<file path="src/sv/lpr_pkg.sv">
`timescale 1ns / 1ps
`default_nettype none
// ----------------------------------------------------------------------------
// LRU page replacement package
// Shared constants, defaults and control structures of the page engine.
// ----------------------------------------------------------------------------
package lpr_pkg;

	localparam int FRAMES_DEF    = 8;
	localparam int PAGE_BITS_DEF = 8;

	localparam int CFG_BITS        = 4;
	localparam int FRAME_IDX_BITS  = 3;
	localparam int EVICT_PAGE_BITS = 8;
	localparam int FAULT_BITS      = 16;
	localparam int M_TDATA_BITS    = 32;

	localparam logic [CFG_BITS-1:0]   FRAMES_IN_USE_RST = 4'd8;
	localparam logic [FAULT_BITS-1:0] FAULT_MAX         = 16'hFFFF;

	// Control of the shared compare unit.
	typedef struct packed {
		logic clear;
		logic step;
	} scan_ctl_t;

	// Summary of one completed scan.
	typedef struct packed {
		logic hit;
		logic found;
	} scan_res_t;

	// Recency update request for the frame store.
	typedef struct packed {
		logic en;
		logic write_page;
	} touch_t;

endpackage
`default_nettype wire

</file>
<file path="src/sv/lpr_scan.sv">
`timescale 1ns / 1ps
`default_nettype none
// ----------------------------------------------------------------------------
// LRU scan unit
// One tag compare and one age compare, applied to one frame per cycle while
// step is set. It tracks the first matching frame and the oldest valid frame of a scan.
// ----------------------------------------------------------------------------
module lpr_scan #(
	parameter int FRAMES    = lpr_pkg::FRAMES_DEF,
	parameter int PAGE_BITS = lpr_pkg::PAGE_BITS_DEF,
	localparam int IDX_W    = (FRAMES > 1) ? $clog2(FRAMES) : 1
) (
	input  logic                  clk,
	input  logic                  arst_n,
	input  lpr_pkg::scan_ctl_t    ctl,
	input  logic [IDX_W-1:0]      idx,
	input  logic                  ent_valid,
	input  logic [PAGE_BITS-1:0]  ent_page,
	input  logic [IDX_W-1:0]      ent_age,
	input  logic [PAGE_BITS-1:0]  query,
	output lpr_pkg::scan_res_t    res,
	output logic [IDX_W-1:0]      hit_idx,
	output logic [IDX_W-1:0]      best_idx
);
	import lpr_pkg::*;

	logic             hit_q;
	logic             found_q;
	logic [IDX_W-1:0] hit_idx_q;
	logic [IDX_W-1:0] best_idx_q;
	logic [IDX_W-1:0] best_age_q;
	logic             tag_match;
	logic             older;

	assign tag_match = ent_valid && (ent_page == query);
	assign older     = ent_valid && (!found_q || (ent_age > best_age_q));

	always_ff @(posedge clk or negedge arst_n) begin
		if (!arst_n) begin
			hit_q   <= 1'b0;
			found_q <= 1'b0;
		end else if (ctl.clear) begin
			hit_q   <= 1'b0;
			found_q <= 1'b0;
		end else if (ctl.step) begin
			// Only the lowest matching frame counts as the hit.
			if (!hit_q && tag_match) begin
				hit_q <= 1'b1;
			end
			if (older) begin
				found_q <= 1'b1;
			end
		end
	end

	always_ff @(posedge clk) begin
		if (ctl.step) begin
			if (!hit_q && tag_match) begin
				hit_idx_q <= idx;
			end
			if (older) begin
				best_idx_q <= idx;
				best_age_q <= ent_age;
			end
		end
	end

	assign res.hit   = hit_q;
	assign res.found = found_q;
	assign hit_idx   = hit_idx_q;
	assign best_idx  = best_idx_q;

endmodule
`default_nettype wire

</file>
<file path="src/sv/lpr_fstore.sv">
`timescale 1ns / 1ps
`default_nettype none
// ----------------------------------------------------------------------------
// LRU frame store
// Page, valid bit and age rank of each frame, with one read port and the
// recency update that makes one frame the most recently used.
// ----------------------------------------------------------------------------
module lpr_fstore #(
	parameter int FRAMES    = lpr_pkg::FRAMES_DEF,
	parameter int PAGE_BITS = lpr_pkg::PAGE_BITS_DEF,
	localparam int IDX_W    = (FRAMES > 1) ? $clog2(FRAMES) : 1,
	localparam int CNT_W    = $clog2(FRAMES + 1)
) (
	input  logic                  clk,
	input  logic                  arst_n,
	input  logic [IDX_W-1:0]      rd_idx,
	output logic                  rd_valid,
	output logic [PAGE_BITS-1:0]  rd_page,
	output logic [IDX_W-1:0]      rd_age,
	input  lpr_pkg::touch_t       touch,
	input  logic [PAGE_BITS-1:0]  wr_page
);
	import lpr_pkg::*;

	logic [PAGE_BITS-1:0] pages_q [FRAMES];
	logic                 valid_q [FRAMES];
	logic [IDX_W-1:0]     age_q   [FRAMES];
	logic [CNT_W-1:0]     old_rank;

	assign rd_valid = valid_q[rd_idx];
	assign rd_page  = pages_q[rd_idx];
	assign rd_age   = age_q[rd_idx];

	// A frame that was empty ranks older than every valid frame.
	assign old_rank = rd_valid ? CNT_W'(rd_age) : CNT_W'(FRAMES);

	always_ff @(posedge clk or negedge arst_n) begin
		if (!arst_n) begin
			for (int i = 0; i < FRAMES; i++) begin
				valid_q[i] <= 1'b0;
				age_q[i]   <= '0;
			end
		end else if (touch.en) begin
			for (int i = 0; i < FRAMES; i++) begin
				if (IDX_W'(i) == rd_idx) begin
					valid_q[i] <= 1'b1;
					age_q[i]   <= '0;
				end else if (valid_q[i] && (CNT_W'(age_q[i]) < old_rank)) begin
					age_q[i] <= age_q[i] + IDX_W'(1);
				end
			end
		end
	end

	always_ff @(posedge clk) begin
		if (touch.en && touch.write_page) begin
			pages_q[rd_idx] <= wr_page;
		end
	end

endmodule
`default_nettype wire

</file>
<file path="src/sv/lru_page_replacement.sv">
`timescale 1ns / 1ps
`default_nettype none
// ----------------------------------------------------------------------------
// LRU page replacement engine
// Fully associative page frames with least-recently-used eviction.
// ----------------------------------------------------------------------------
// Each transaction on the slave side carries one page reference. The engine
// scans the managed frames (frames_in_use, clamped to 1..FRAMES) one per
// cycle through a single compare unit, then updates the frame and the
// recency ranks once the output register is free. The result waits in
// an output register, and the next reference is taken while it waits.
// Writing the configuration register is allowed only while no reference
// is in flight.
module lru_page_replacement #(
	parameter int FRAMES    = lpr_pkg::FRAMES_DEF,
	parameter int PAGE_BITS = lpr_pkg::PAGE_BITS_DEF,
	localparam int S_TDATA_W = ((PAGE_BITS + 7) / 8) * 8
) (
	input  logic                                clk,
	input  logic                                arst_n,
	input  logic                                s_tvalid,
	output logic                                s_tready,
	input  logic [S_TDATA_W-1:0]                s_tdata,  // page
	output logic                                m_tvalid,
	input  logic                                m_tready,
	// fault, frame_index[2:0], evicted_valid, evicted_page[7:0], fault_total[15:0]
	output logic [lpr_pkg::M_TDATA_BITS-1:0]    m_tdata,
	input  logic                                cfg_wr_en,
	input  logic [lpr_pkg::CFG_BITS-1:0]        cfg_wr_data
);
	import lpr_pkg::*;

	localparam int IDX_W = (FRAMES > 1) ? $clog2(FRAMES) : 1;
	localparam int CNT_W = $clog2(FRAMES + 1);
	localparam int CMP_W = (CNT_W > CFG_BITS) ? CNT_W : CFG_BITS;

	typedef enum logic [1:0] {
		ST_IDLE,
		ST_SCAN,
		ST_UPDATE
	} state_t;

	state_t                  state_q;
	logic [PAGE_BITS-1:0]    page_q;
	logic [CNT_W-1:0]        n_q;
	logic [CNT_W-1:0]        scan_q;
	logic [CNT_W-1:0]        filled_q;
	logic [FAULT_BITS-1:0]   fault_cnt_q;
	logic [CFG_BITS-1:0]     cfg_q;
	logic                    m_tvalid_q;
	logic [M_TDATA_BITS-1:0] m_tdata_q;

	logic [CMP_W-1:0]        cfg_ext;
	logic [CNT_W-1:0]        n_eff;
	scan_ctl_t               scan_ctl;
	scan_res_t               scan_res;
	logic [IDX_W-1:0]        hit_idx;
	logic [IDX_W-1:0]        best_idx;
	logic [IDX_W-1:0]        rd_idx;
	logic                    rd_valid;
	logic [PAGE_BITS-1:0]    rd_page;
	logic [IDX_W-1:0]        rd_age;
	logic                    is_fill;
	logic [IDX_W-1:0]        f_idx;
	logic                    out_free;
	logic                    upd_go;
	touch_t                  touch;
	logic                    evicted;
	logic [FAULT_BITS-1:0]   fault_next;
	logic [M_TDATA_BITS-1:0] result;

	assign cfg_ext = CMP_W'(cfg_q);

	always_comb begin
		if (cfg_q == '0) begin
			n_eff = CNT_W'(1);
		end else if (cfg_ext > CMP_W'(FRAMES)) begin
			n_eff = CNT_W'(FRAMES);
		end else begin
			n_eff = CNT_W'(cfg_q);
		end
	end

	assign s_tready = (state_q == ST_IDLE);
	assign m_tvalid = m_tvalid_q;
	assign m_tdata  = m_tdata_q;

	assign scan_ctl.clear = s_tvalid && s_tready;
	assign scan_ctl.step  = (state_q == ST_SCAN);

	// Empty frames are filled in index order before any eviction.
	assign is_fill = (filled_q < n_q);

	always_comb begin
		if (scan_res.hit) begin
			f_idx = hit_idx;
		end else if (is_fill) begin
			f_idx = filled_q[IDX_W-1:0];
		end else begin
			f_idx = best_idx;
		end
	end

	assign rd_idx   = (state_q == ST_UPDATE) ? f_idx : scan_q[IDX_W-1:0];
	assign out_free = !m_tvalid_q || m_tready;
	assign upd_go   = (state_q == ST_UPDATE) && out_free;

	assign touch.en         = upd_go;
	assign touch.write_page = !scan_res.hit;

	assign evicted = !scan_res.hit && rd_valid && (is_fill || scan_res.found);

	always_comb begin
		if (scan_res.hit || (fault_cnt_q == FAULT_MAX)) begin
			fault_next = fault_cnt_q;
		end else begin
			fault_next = fault_cnt_q + FAULT_BITS'(1);
		end
	end

	always_comb begin
		result        = '0;
		result[0]     = !scan_res.hit;
		result[3:1]   = FRAME_IDX_BITS'(f_idx);
		result[4]     = evicted;
		result[12:5]  = evicted ? EVICT_PAGE_BITS'(rd_page) : '0;
		result[28:13] = fault_next;
	end

	lpr_scan #(
		.FRAMES    (FRAMES),
		.PAGE_BITS (PAGE_BITS)
	) u_scan (
		.clk       (clk),
		.arst_n    (arst_n),
		.ctl       (scan_ctl),
		.idx       (scan_q[IDX_W-1:0]),
		.ent_valid (rd_valid),
		.ent_page  (rd_page),
		.ent_age   (rd_age),
		.query     (page_q),
		.res       (scan_res),
		.hit_idx   (hit_idx),
		.best_idx  (best_idx)
	);

	lpr_fstore #(
		.FRAMES    (FRAMES),
		.PAGE_BITS (PAGE_BITS)
	) u_fstore (
		.clk      (clk),
		.arst_n   (arst_n),
		.rd_idx   (rd_idx),
		.rd_valid (rd_valid),
		.rd_page  (rd_page),
		.rd_age   (rd_age),
		.touch    (touch),
		.wr_page  (page_q)
	);

	always_ff @(posedge clk or negedge arst_n) begin
		if (!arst_n) begin
			state_q     <= ST_IDLE;
			page_q      <= '0;
			n_q         <= '0;
			scan_q      <= '0;
			filled_q    <= '0;
			fault_cnt_q <= '0;
			cfg_q       <= FRAMES_IN_USE_RST;
			m_tvalid_q  <= 1'b0;
			m_tdata_q   <= '0;
		end else begin
			if (cfg_wr_en) begin
				cfg_q <= cfg_wr_data;
			end
			if (upd_go) begin
				m_tvalid_q <= 1'b1;
			end else if (m_tvalid_q && m_tready) begin
				m_tvalid_q <= 1'b0;
			end
			unique case (state_q)
				ST_IDLE: begin
					if (s_tvalid) begin
						page_q  <= s_tdata[PAGE_BITS-1:0];
						n_q     <= n_eff;
						scan_q  <= '0;
						state_q <= ST_SCAN;
					end
				end
				ST_SCAN: begin
					if (scan_q == n_q - CNT_W'(1)) begin
						state_q <= ST_UPDATE;
					end else begin
						scan_q <= scan_q + CNT_W'(1);
					end
				end
				ST_UPDATE: begin
					if (out_free) begin
						fault_cnt_q <= fault_next;
						if (!scan_res.hit && is_fill) begin
							filled_q <= filled_q + CNT_W'(1);
						end
						m_tdata_q  <= result;
						state_q    <= ST_IDLE;
					end
				end
				default: begin
					state_q <= ST_IDLE;
				end
			endcase
		end
	end

endmodule
`default_nettype wire
</file>
<file path="config.mk">
export PLATFORM = sky130hd
export DESIGN_NAME = lru_page_replacement
export DESIGN_NICKNAME = d
export VERILOG_FILES = /design/src/sv/lpr_pkg.sv /design/src/sv/lpr_scan.sv /design/src/sv/lpr_fstore.sv /design/src/sv/lru_page_replacement.sv
export SDC_FILE = /design/constraint.sdc
export NUM_CORES = 1
export LEC_CHECK = 0
export ABC_AREA = 1
export BUFFER_PORTS_ARGS = -buffer_cell sky130_fd_sc_hd__buf_2
export CAP_MARGIN = 20
export CORE_ASPECT_RATIO = 1.5
export CORE_MARGIN = 2
export CORE_UTILIZATION = 50
export CTS_BUF_LIST = sky130_fd_sc_hd__clkbuf_8
export DETAILED_ROUTE_END_ITERATION = 7
export PLACE_DENSITY = 0.69
export SLEW_MARGIN = 20
export SYNTH_ARGS = -nofsm -noshare
export SYNTH_HDL_FRONTEND = slang
export SYNTH_SLANG_ARGS = --single-unit
</file>
<file path="constraint.sdc">
create_clock -name clk -period 4.7 [get_ports clk]
set_clock_uncertainty 0.05 [all_clocks]
set_input_delay 0.705 -clock clk [delete_from_list [all_inputs] [get_ports clk]]
set_output_delay 0.705 -clock clk [all_outputs]
set_load 0.05 [all_outputs]
</file>
==> run summary <==
status - complete, no violations
Async SR Flop Fraction - 55.2%
pin slew with the least headroom to its limit - 872 ps
Sw Pwr - 2630 µW
gpl congestion - 0.902
post-synth top area share - 26.9%
Final Hold Fails - 0
synth top area cells - dfrtp_1, edfxtp_1, nand2_1
routed len/inst - 16.2 µm
Post-Route WL - 18,800 µm
CTS tree - built
number of enable flip-flop cells after synthesis - 73
Initial Util - 51.2%
initial DRC count - 376
row count - 57
# DRC - 0
Setup-failing EPs final - 0
fin. max-slew vios - 0
post-CTS setup repair buffer count - 0
Net Sw Frac - 45.4%
Setup crit start - n_q[3]
Main synth FF type - dfrtp_1
Buffers on Ports - 47
Cell variety after synth - 48
die width - 109 µm
Root Driver - clkbuf_8
CP Max Fanout - 17
fraction of layout cells with a size suffix above 1 - 15.5%
final antenna-violating net count - 0
Comb pwr share - 44.3%
Sequential Power Share - 35.9%
initial antenna violation count - 0
H-tree Lvls - 4
Lkg Pwr - 0.00445 µW
total global-route track usage - 23.3%
crit path to - u_fstore.age_q[0]
Syn. warnings - 0
later-pin clock latency in the skew report - 450 ps
Synth-to-Final Area Change - 10.7%
FF/Latch Area - 4450 µm²
RSZ-0062 raised after global routing - false
slack of the worst reg-to-reg path - 420 ps
Mean Syn Cell Area - 9.32 µm²
area of the multi-input gates - 3340 µm²
CP arrival - 4580 ps
clock sink total - 163
min cycle time layout - 4280 ps
register bit count reported by yosys - 163
Reg-to-Reg End - u_fstore.age_q[0]
CTS Buf Count - 17
CTS clk-pin slew, worst paths - 100 ps
setup_tns - 0 ps
# fillers - 1,453
NumNets Final - 998
first-pass GRT wire length - 31,400 µm
biggest area consumer among synthesized cells - dfrtp_1
VDD IR max - 275 µV
Post-DP HPWL - 13,300 µm
reg2reg start - n_q[3]
Mapped Area - 8290 µm²
Mapped Cells - 890
Vias per Instance - 5.33
n_diodes - 0
vias - 6,217
Worst Setup Start Kind - register
core area - 16,200 µm²
Finished Core Util - 56.7%
drt first pass iters - 5
post-synthesis sequential area ratio - 53.6%
Pint - 3160 µW
critical path class - register to register
PD cells - 630 nW/µm²
chip height - 162 µm
Max Cap Viol - 0
r2r worst-path depth - 18
die area - 17,700 µm²
pin count of the biggest net entering global routing - 60
worst hold path class - primary input to async pin
worst-case clock buffer depth - 2
crit end category - register
FMAX - 0.233 GHz
Clk pwr share - 19.7%
post-CTS resize count - 0
Worst EP required - 4990 ps
GRT overflow - 0
cts hold-fix bufs - 0
I/O pin total - 51
vias in the first global route - 6,269
fin crit share - 91.1%
Slew HR - 41.7%
==> synthesized netlist by cell type (3+ instances only) <==
master / instances
nand3_1: 82
mux2_2: 4
inv_1: 92
nor3_1: 4
xnor2_1: 9
inv_2: 5
o22ai_1: 5
nand2_4: 4
nor2_1: 93
buf_6: 4
a22o_1: 8
or2_2: 8
o21ai_1: 7
nand3_2: 6
edfxtp_1: 73
dfrtp_1: 89
buf_4: 6
o21ai_0: 36
a21oi_1: 6
a211oi_2: 8
nand4_1: 21
nor2_4: 5
xor2_1: 22
buf_2: 6
nand2_2: 13
clkbuf_1: 3
ha_1: 34
nand2_1: 212
==> per-layer routing <==
| metal | wire [µm] | share of wire (%) | vias up | track usage (%) |
|---|---|---|---|---|
| met3 | 770 | 4.1 | 37 | 4.29 |
| met2 | 9910 | 53 | 174 | 40.9 |
| met5 | 0 | 0 | - | 0 |
| li1 | - | - | 3053 | - |
| met1 | 7660 | 41 | 2953 | 27.9 |
| met4 | 497 | 2.6 | 0 | 8.86 |
==> registers in the layout, indices dropped and copies added, names as in the netlist <==
name / count
u_fstore.pages_q: 64
u_fstore.age_q: 24
fault_cnt_q: 16
m_tdata: 13
page_q: 8
u_fstore.valid_q: 8
cfg_ext: 4
filled_q: 4
n_q: 4
scan_q: 4
u_scan.best_age_q: 3
u_scan.best_idx: 3
u_scan.hit_idx: 3
state_q: 2
m_tvalid: 1
u_scan.found_q: 1
u_scan.hit_q: 1
==> how the worst min path moves through the flow <==
stage                 from                   to  slack (ps)  cells after the start
6_report            arst_n  u_fstore.valid_q[1]         270                      1
3_5_place_dp   filled_q[3]          filled_q[3]         410                      1
4_1_cts             arst_n  u_fstore.valid_q[1]         290                      1
2_1_floorplan       arst_n           cfg_ext[0]         360                      0
3_3_place_gp    m_tdata[4]           m_tdata[4]         410                      2
5_1_grt             arst_n            page_q[4]         320                      1
==> critical path, cell delays in order (launching register included) <==
cell      delay (ps)
dfrtp_1          370
inv_1             70
ha_1             320
a21oi_2          220
a21boi_2         290
nand2_1           90
nand3_2           80
nand3_2           80
nand2_4          210
nor2_1           140
inv_1            160
o21ai_0          110
o41ai_1          620
nand2_1          430
ha_1             350
a211oi_2         320
nand2_2          130
nand3_1           90
nand2_1           60
==> power by group through the flow <==
stage	registers, µW	logic (µW)	clock network (µW)
floorplan	2180	1860	0
CTS	2080	2570	1160
global placement	2100	2520	0
finish	2080	2570	1140
global route	2120	2910	1220
detailed placement	2110	2560	0
==> placed cells by master (no fill, tap or decap), drive strengths merged, types with 2 or more instances in the layout <==
master  count
xnor2       9
nor3        5
inv       106
bufinv      3
nand4      21
a22oi       2
conb        3
nand2     229
dfrtp      89
nand3b      2
o21ai      44
a31oi       2
o22ai       5
xor2       22
mux2        4
a21oi       7
buf        56
a22o        8
clkinv      5
nor2      100
clkbuf     17
nand3      88
edfxtp     73
ha         34
a211oi      9
or2         9
==> cells by family after synthesis <==
kind of cell	after synthesis	share of synthesized area [%]
buf+inv	120	6.18
simple gates	457	24.9
xor+xnor	31	3.27
fa+ha+maj	34	5.13
other cells	1	0.0452
flops	163	53.6
mux	4	0.543
compound gates	80	6.35
==> metrics by stage <==
| step | hold slack (ps) | std cells | area, µm² | setup slack (ps) | total power (µW) |
|---|---|---|---|---|---|
| 3_3_place_gp | 415 | 1134 | 8730 | 560 | 4620 |
| 6_report | 275 | 1166 | 9180 | 416 | 5790 |
| 4_1_cts | 295 | 1166 | 9180 | 456 | 5810 |
| 2_1_floorplan | 359 | 892 | 8300 | 1230 | 4040 |
| 5_1_grt | 316 | 1166 | 9180 | 54.0 | 6250 |
| 3_5_place_dp | 414 | 1134 | 8730 | 474 | 4670 |
==> final cells by class <==
cell class	count	area share [%]
Clock buffer	17	2.55
Clock inverter	15	2.33
Inverter	100	4.12
Timing Repair Buffer	56	3.33
Tap cell	206	2.81
Sequential cell	163	48.4
Multi-Input combinational cell	609	36.4
Note: power is estimated with default switching activity, not from simulation.
